### src/rtl/core/bdg_pkg.sv
// Shared types, constants and the 3x7 font table for the big digit glyph renderer.
// No dependencies; used by bdg_col_gen and big_digit_glyph_renderer.
package bdg_pkg;

   localparam int CODE_W = 5;
   localparam int CNT_W  = 6;   // 64 bytes per glyph
   localparam int BYTE_W = 8;

   localparam logic [CNT_W-1:0] LAST_CNT = 6'd63;

   // Byte slots within one glyph
   localparam logic [CNT_W-1:0] SPACE_END = 6'd7;    // blank spacing
   localparam logic [CNT_W-1:0] LEFT_END  = 6'd23;   // left column, 4 repeats
   localparam logic [CNT_W-1:0] MID_END   = 6'd47;   // middle column, 6 repeats

   localparam logic [4:0] ROM_DEPTH = 5'd20;

   typedef logic [2:0][BYTE_W-1:0] font_row_type;  // [0] left, [1] mid, [2] right

   typedef enum logic [1:0] {
      COL_LEFT  = 2'd0,
      COL_MID   = 2'd1,
      COL_RIGHT = 2'd2,
      COL_NONE  = 2'd3
   } col_sel_type;

   function automatic font_row_type font_row(input logic [CODE_W-1:0] code);
      font_row_type r;
      case (code)
         5'd0:    r = {8'h7F, 8'h41, 8'h7F};
         5'd1:    r = {8'h7F, 8'h00, 8'h00};
         5'd2:    r = {8'h4F, 8'h49, 8'h79};
         5'd3:    r = {8'h7F, 8'h49, 8'h41};
         5'd4:    r = {8'h7E, 8'h08, 8'h0F};
         5'd5:    r = {8'h79, 8'h49, 8'h4F};
         5'd6:    r = {8'h79, 8'h49, 8'h7F};
         5'd7:    r = {8'h7F, 8'h01, 8'h03};
         5'd8:    r = {8'h7F, 8'h49, 8'h7F};
         5'd9:    r = {8'h7F, 8'h49, 8'h4F};
         5'd10:   r = {8'h7F, 8'h09, 8'h7F};
         5'd11:   r = {8'h78, 8'h48, 8'h7F};
         5'd12:   r = {8'h63, 8'h41, 8'h7F};
         5'd13:   r = {8'h7F, 8'h48, 8'h78};
         5'd14:   r = {8'h41, 8'h49, 8'h7F};
         5'd15:   r = {8'h01, 8'h09, 8'h7F};
         5'd16:   r = {8'h00, 8'h60, 8'h00};  // dot
         5'd17:   r = {8'h00, 8'h36, 8'h00};  // colon
         5'd18:   r = {8'h08, 8'h08, 8'h08};  // minus
         default: r = '0;                     // blank
      endcase
      return r;
   endfunction

endpackage

### src/rtl/core/bdg_col_gen.sv
// Column byte generator: maps glyph code and byte slot to one display byte.
// Depends on bdg_pkg.
module bdg_col_gen import bdg_pkg::*; #(
   parameter int GLYPH_COUNT = 20
) (
   input  logic [CODE_W-1:0] code,
   input  logic [CNT_W-1:0]  slot,
   output logic [BYTE_W-1:0] column_byte
);

   logic         blank;
   font_row_type row;
   col_sel_type  sel;
   logic [7:0]   fb;
   logic [1:0]   pair;

   always_comb begin
      blank = (code >= ROM_DEPTH) || ({1'b0, code} >= 6'(GLYPH_COUNT));
      row   = blank ? '0 : font_row(code);

      if (slot inside {[6'd0:SPACE_END]}) begin
         sel = COL_NONE;
      end else if (slot <= LEFT_END) begin
         sel = COL_LEFT;
      end else if (slot <= MID_END) begin
         sel = COL_MID;
      end else begin
         sel = COL_RIGHT;
      end

      case (sel)
         COL_LEFT:  fb = row[0];
         COL_MID:   fb = row[1];
         COL_RIGHT: fb = row[2];
         default:   fb = '0;
      endcase

      // Column sections start on multiples of 4, so the pair index is slot[1:0]
      pair        = fb[{slot[1:0], 1'b0} +: 2];
      column_byte = {{4{pair[1]}}, {4{pair[0]}}};
   end

endmodule

### src/rtl/core/big_digit_glyph_renderer.sv
// Big digit glyph renderer: one glyph code in, 64 column bytes out.
// The first byte passes through the generator stage, then the output register.
// One byte per cycle unless the output stalls; no new code is taken mid-glyph, but
// the next one is taken in the cycle the 64th byte moves into the output register.
// Reset (synchronous, active high) drops any glyph in progress and empties the output.
// Depends on bdg_pkg and bdg_col_gen.
module big_digit_glyph_renderer import bdg_pkg::*; #(
   parameter int GLYPH_COUNT = 20
) (
   input  logic              clock,
   input  logic              reset,
   input  logic              req_valid,
   output logic              req_stall,
   input  logic [CODE_W-1:0] req_glyph_code,
   output logic              rsp_valid,
   input  logic              rsp_stall,
   output logic [BYTE_W-1:0] rsp_column_byte,
   output logic              rsp_last_byte
);

   // Generator stage: the held code and a byte slot counter
   logic              gen_valid_ff, gen_valid_in;
   logic [CODE_W-1:0] code_ff, code_in;
   logic [CNT_W-1:0]  cnt_ff, cnt_in;

   // Output register
   logic              rsp_valid_ff, rsp_valid_in;
   logic [BYTE_W-1:0] rsp_byte_ff, rsp_byte_in;
   logic              rsp_last_ff, rsp_last_in;

   logic              advance;     // generator pushes a word into the output register
   logic              finishing;   // that word is the glyph's last
   logic              req_take;
   logic [BYTE_W-1:0] gen_byte;

   bdg_col_gen #(.GLYPH_COUNT(GLYPH_COUNT)) u_col_gen (
      .code        (code_ff),
      .slot        (cnt_ff),
      .column_byte (gen_byte)
   );

   always_comb begin
      // Output register frees up when empty or being taken this cycle
      advance   = gen_valid_ff && (!rsp_valid_ff || !rsp_stall);
      finishing = advance && (cnt_ff == LAST_CNT);
      // Accept a new code when idle, or in the same cycle the last word leaves
      req_stall = gen_valid_ff && !finishing;
      req_take  = req_valid && !req_stall;

      gen_valid_in = gen_valid_ff;
      code_in      = code_ff;
      cnt_in       = cnt_ff;
      if (req_take) begin
         gen_valid_in = 1'b1;
         code_in      = req_glyph_code;
         cnt_in       = '0;
      end else if (finishing) begin
         gen_valid_in = 1'b0;
      end else if (advance) begin
         cnt_in = cnt_ff + 6'd1;
      end

      rsp_valid_in = rsp_valid_ff;
      rsp_byte_in  = rsp_byte_ff;
      rsp_last_in  = rsp_last_ff;
      if (advance) begin
         rsp_valid_in = 1'b1;
         rsp_byte_in  = gen_byte;
         rsp_last_in  = (cnt_ff == LAST_CNT);
      end else if (!rsp_stall) begin
         rsp_valid_in = 1'b0;
      end
   end

   always_ff @(posedge clock) begin
      if (reset) begin
         gen_valid_ff <= 1'b0;
         cnt_ff       <= '0;
         rsp_valid_ff <= 1'b0;
      end else begin
         gen_valid_ff <= gen_valid_in;
         cnt_ff       <= cnt_in;
         rsp_valid_ff <= rsp_valid_in;
      end
   end

   // Payload, no reset needed
   always_ff @(posedge clock) begin
      code_ff     <= code_in;
      rsp_byte_ff <= rsp_byte_in;
      rsp_last_ff <= rsp_last_in;
   end

   assign rsp_valid       = rsp_valid_ff;
   assign rsp_column_byte = rsp_byte_ff;
   assign rsp_last_byte   = rsp_last_ff;

   // An idle generator never holds off the input
   a_idle_no_stall: assert property (@(posedge clock) disable iff (reset)
      !gen_valid_ff |-> !req_stall)
      else $error("input stalled while generator idle");

   // A taken code restarts the slot counter
   a_take_restarts: assert property (@(posedge clock) disable iff (reset)
      req_take |=> (gen_valid_ff && cnt_ff == '0))
      else $error("slot counter not restarted on new code");

   // Spacing slots yield zero words
   a_spacing_zero: assert property (@(posedge clock) disable iff (reset)
      (advance && cnt_ff <= SPACE_END) |=> (rsp_valid && rsp_column_byte == '0))
      else $error("nonzero spacing word");

   // Font bit 7 is always clear, so the last word's high nibble is zero
   a_last_high_zero: assert property (@(posedge clock) disable iff (reset)
      (rsp_valid && rsp_last_byte) |-> (rsp_column_byte[7:4] == 4'h0))
      else $error("last word has high nibble set");

   // The last word of a glyph frees the generator
   a_last_frees: assert property (@(posedge clock) disable iff (reset)
      (finishing && !req_valid) |=> !gen_valid_ff)
      else $error("generator busy after last word");

endmodule

### config.mk
export PLATFORM = sky130hd
export DESIGN_NAME = big_digit_glyph_renderer
export DESIGN_NICKNAME = d
export VERILOG_FILES = /design/src/rtl/core/bdg_pkg.sv /design/src/rtl/core/bdg_col_gen.sv /design/src/rtl/core/big_digit_glyph_renderer.sv
export SDC_FILE = /design/constraint.sdc
export NUM_CORES = 1
export LEC_CHECK = 0
export ABC_AREA = 1
export BUFFER_PORTS_ARGS = -buffer_cell sky130_fd_sc_hd__buf_2
export CELL_PAD_IN_SITES_DETAIL_PLACEMENT = 0
export CELL_PAD_IN_SITES_GLOBAL_PLACEMENT = 1
export CORE_MARGIN = 4
export CORE_UTILIZATION = 38
export CTS_CLUSTER_DIAMETER = 80
export DETAILED_ROUTE_END_ITERATION = 8
export PLACE_DENSITY_LB_ADDON = 0.1
export SLEW_MARGIN = 10
export SYNTH_ARGS = -nofsm -noshare
export SYNTH_HDL_FRONTEND = slang
export SYNTH_SLANG_ARGS = --single-unit
### constraint.sdc
create_clock -name clock -period 2.1 [get_ports clock]
set_input_delay 0.315 -clock clock [delete_from_list [all_inputs] [get_ports clock]]
set_output_delay 0.315 -clock clock [all_outputs]
set_load 0.02 [all_outputs]
==> metrics.md <==
| Metric | Value |
|---|---|
| TNS Setup | 0 ps |
| Via-to-Cell Ratio | 4.54 |
| Die extent in y | 77.9 um |
| Routed len/inst | 11.4 um |
| Critical path class | register to register |
| Post-synth top area cell | dfxtp_1 |
| Post-synth top area share | 0.281 |
| Final Instance Area | approximately 2100 um^2 |
| IO Count | 20 |
| Logic pwr share | 0.177 |
| Fmax | about 0.52 GHz |
| Max_cap viols | 0 |
| Syn nets | about 260 |
| Worst path required time | 2280 ps |
| First-pass DRT Iterations | 4 |
| Clk Latency, worst-skew pair | ~290 ps |
| Commonest non-fill, non-tap cell in the layout | nand2_1 |
| Gp weighted congestion | 0.765 |
| Largest family of logic cells by synthesized area | simple AND/OR/NAND/NOR gates |
| Sequential cell area fraction in the yosys report | 0.410 |
| Max Clock Skew | 6.95 ps |
| Initial DRC Count | 26 |
| Hold Violations, Final | 0 |
| Synth-to-layout area growth | 14.6% |
| WL met3 | roughly 130 um |
| Top sig layer | met4 |
| Switching Share | 0.280 |
| Share of cells above drive strength 1 | 0.211 |
| Peak VDD IR | 280 uV |
| R2R Setup Slk | approximately 180 ps |
| # diodes | 0 |
| Synth warn | 0 |
| Post-Synth XOR/XNOR Area | 0.0142 |
| H-tree Lvls | 2 |
| WHS Endpoint | gen_valid_ff$_SDFFE_PP0P_ |
| Worst setup SP type | register |
| Max FO, Critical Path | 7 |
| DR vias | 1,506 |
| Rel. slew slack | 0.681 |
| GRT Util Overall | 0.136 |
| # fillers | 510 |
| Period utilization | 0.913 |
| Top post-synthesis cells by area | dfxtp_1 (28%), nand2_1 (14%), edfxtp_1 (13%) |
| Compound-Gate Fraction of Synth Area | 0.0958 |
| Transition time of the tightest slew-check pin | around 480 ps |
| CP endpoint kind | register |
| Row count | 25 |
| Die area | 6070 um^2 |
| Post-Synth Adder-Cell Area | 0.0539 |
| Mux contribution to synthesized area | 0 |
| CTS sink count | 34 |
| Post-layout util | 0.450 |
| Port bufs | 19 |
| Core Box Area | 4720 um^2 |
| Placed inst area | roughly 2000 um^2 |
| Metal1 wirelength | 1730 um |
| Hold crit path type | input pin to register |
| CTS tree | done |
| Final setup vio count | 0 |
| Simple-gate share of the synthesized area | 0.321 |
| Met2 wire len | 1840 um |
| Post-Syn Instances | roughly 240 |
| Vias in the first global route | 1,486 |
| Clock Tree Root | clkbuf_8 |
| Sw Pwr | 0.439 mW |
| Seq cells post-synth | 34 |
| Total gr overflow | 0 |
| Yosys cell types | 30 |
| CTS clk-pin slew, worst paths | 70 ps |
| Synth async-reset ratio | 0 |
| Hold Path Depth | 2 |
| Drt total wl | 3790 um |
| Initial Utilization | 0.393 |
| Cts bufs inserted | 5 |
| Fin crit period | 1920 ps |
| Pins Over Slew Limit | 0 |
| Hold_buf cts | 0 |
| Synth Cell Area | ~1900 um^2 |
| Power per cell area | 737 nW/um^2 |
| Crit Reg-Reg Startpoint | cnt_ff[0]$_SDFFE_PP0P_ |
| Sequential share of power | 0.477 |
| Internal | 1.13 mW |
| Leak | 0.988 nW |
| Clock power share | 0.346 |
| Initial antenna violation count | 0 |
| DIE WIDTH | 77.9 um |
| Most frequent cells in the layout | nand2_1 (67), inv_1 (26), dfxtp_1 (26) |
| Hold path start | reset |
| Drt drc | 0 |
| Final Power | roughly 1.6 mW |
| Dpl hpwl | ~3000 um |
| Ys flop type | dfxtp_1 |
| Post-route ant nets | 0 |
| Nets | 281 |
| First-pass GRT wire length | 6500 um |
| RSZ-0062 raised after global routing | false |
| Clk buf depth | 2 |
| Number of synthesized flops with an enable pin | 8 |
| Syn Area/Cell | 7.70 um^2 |
| Run status | finished, final reports clean |
| Reg2Reg Depth | 15 |
| Largest net degree at the start of global routing | 12 |
| Arrival @ worst endpoint | 2100 ps |
layout make-up:
cell class,instances,area [um^2],share of cell area
well taps,67,83.8,0.0394
multi-input cells,166,917,0.431
repair buffers,25,140,0.0659
flip-flops and latches,34,761,0.358
inverters,32,124,0.0582
clock buffers,8,101,0.0476
logic make-up (layout without fill, tap and decap cells):
group           Yosys count  count (layout)
xor+xnor                  3               3
compound gates           28              28
flops                    34              34
fa+ha+maj                 8               8
buf+inv                  41              65
simple gates            127             127
routing by layer:
| layer | track usage | vias up |
|---|---|---|
| met2 | 0.237 | 22 |
| met1 | 0.155 | 658 |
| met5 | 0 | - |
| met4 | 0.0641 | 0 |
| met3 | 0.0313 | 11 |
| li1 | - | 815 |
metrics by stage:
stage	std cells	worst slack (ps)	hold WS (ps)
3_5_place_dp	324	62.2	507
2_1_floorplan	241	29.1	384
4_1_cts	332	44.9	197
3_3_place_gp	324	84.7	508
6_report	332	182	199
5_1_grt	332	0.521	203
how the worst max path moves through the flow:
stage	startpoint	end	slack, ps	depth (start not counted)
2_1_floorplan	cnt_ff[0]$_SDFFE_PP0P_	register	30	16
3_3_place_gp	cnt_ff[1]$_SDFFE_PP0P_	register	80	15
3_5_place_dp	cnt_ff[0]$_SDFFE_PP0P_	register	60	15
4_1_cts	cnt_ff[0]$_SDFFE_PP0P_	register	40	15
5_1_grt	cnt_ff[0]$_SDFFE_PP0P_	register	0.5	15
6_report	cnt_ff[0]$_SDFFE_PP0P_	register	180	15
power by group through the flow:
stage	combinational [mW]	sequential (mW)	clock, mW
3_5_place_dp	0.273	0.763	0
5_1_grt	0.317	0.754	0.590
6_report	0.277	0.747	0.543
2_1_floorplan	0.203	0.765	0
3_3_place_gp	0.281	0.763	0
4_1_cts	0.274	0.748	0.560
synthesized netlist by cell type (3+ instances only):
cell,instances
inv_1,27
nand2_1,71
xor2_1,3
nor2_1,13
buf_4,6
nand3_1,25
a31oi_1,4
ha_1,8
edfxtp_1,8
inv_2,3
dfxtp_1,26
o21ai_0,5
nand2_4,4
nand2_2,3
a21oi_1,14
timing repair:
action                     CTS  global route
resized for setup            0             7
setup endpoints to repair    0            15
setup buffers                0             0
critical path: stages (launching register included):
cell     delay (ps)
dfxtp_1         330
ha_1            170
nand2_1          90
nor2_4          130
nand3_4          80
nand2_4         110
nand2_4          60
nand2_1         100
nand2_4          90
inv_2            80
ha_2            200
inv_1            50
nand3_1         100
nand3_1          90
nand3_1          90
nand2_1          50
(Power assumes the default switching activity.)
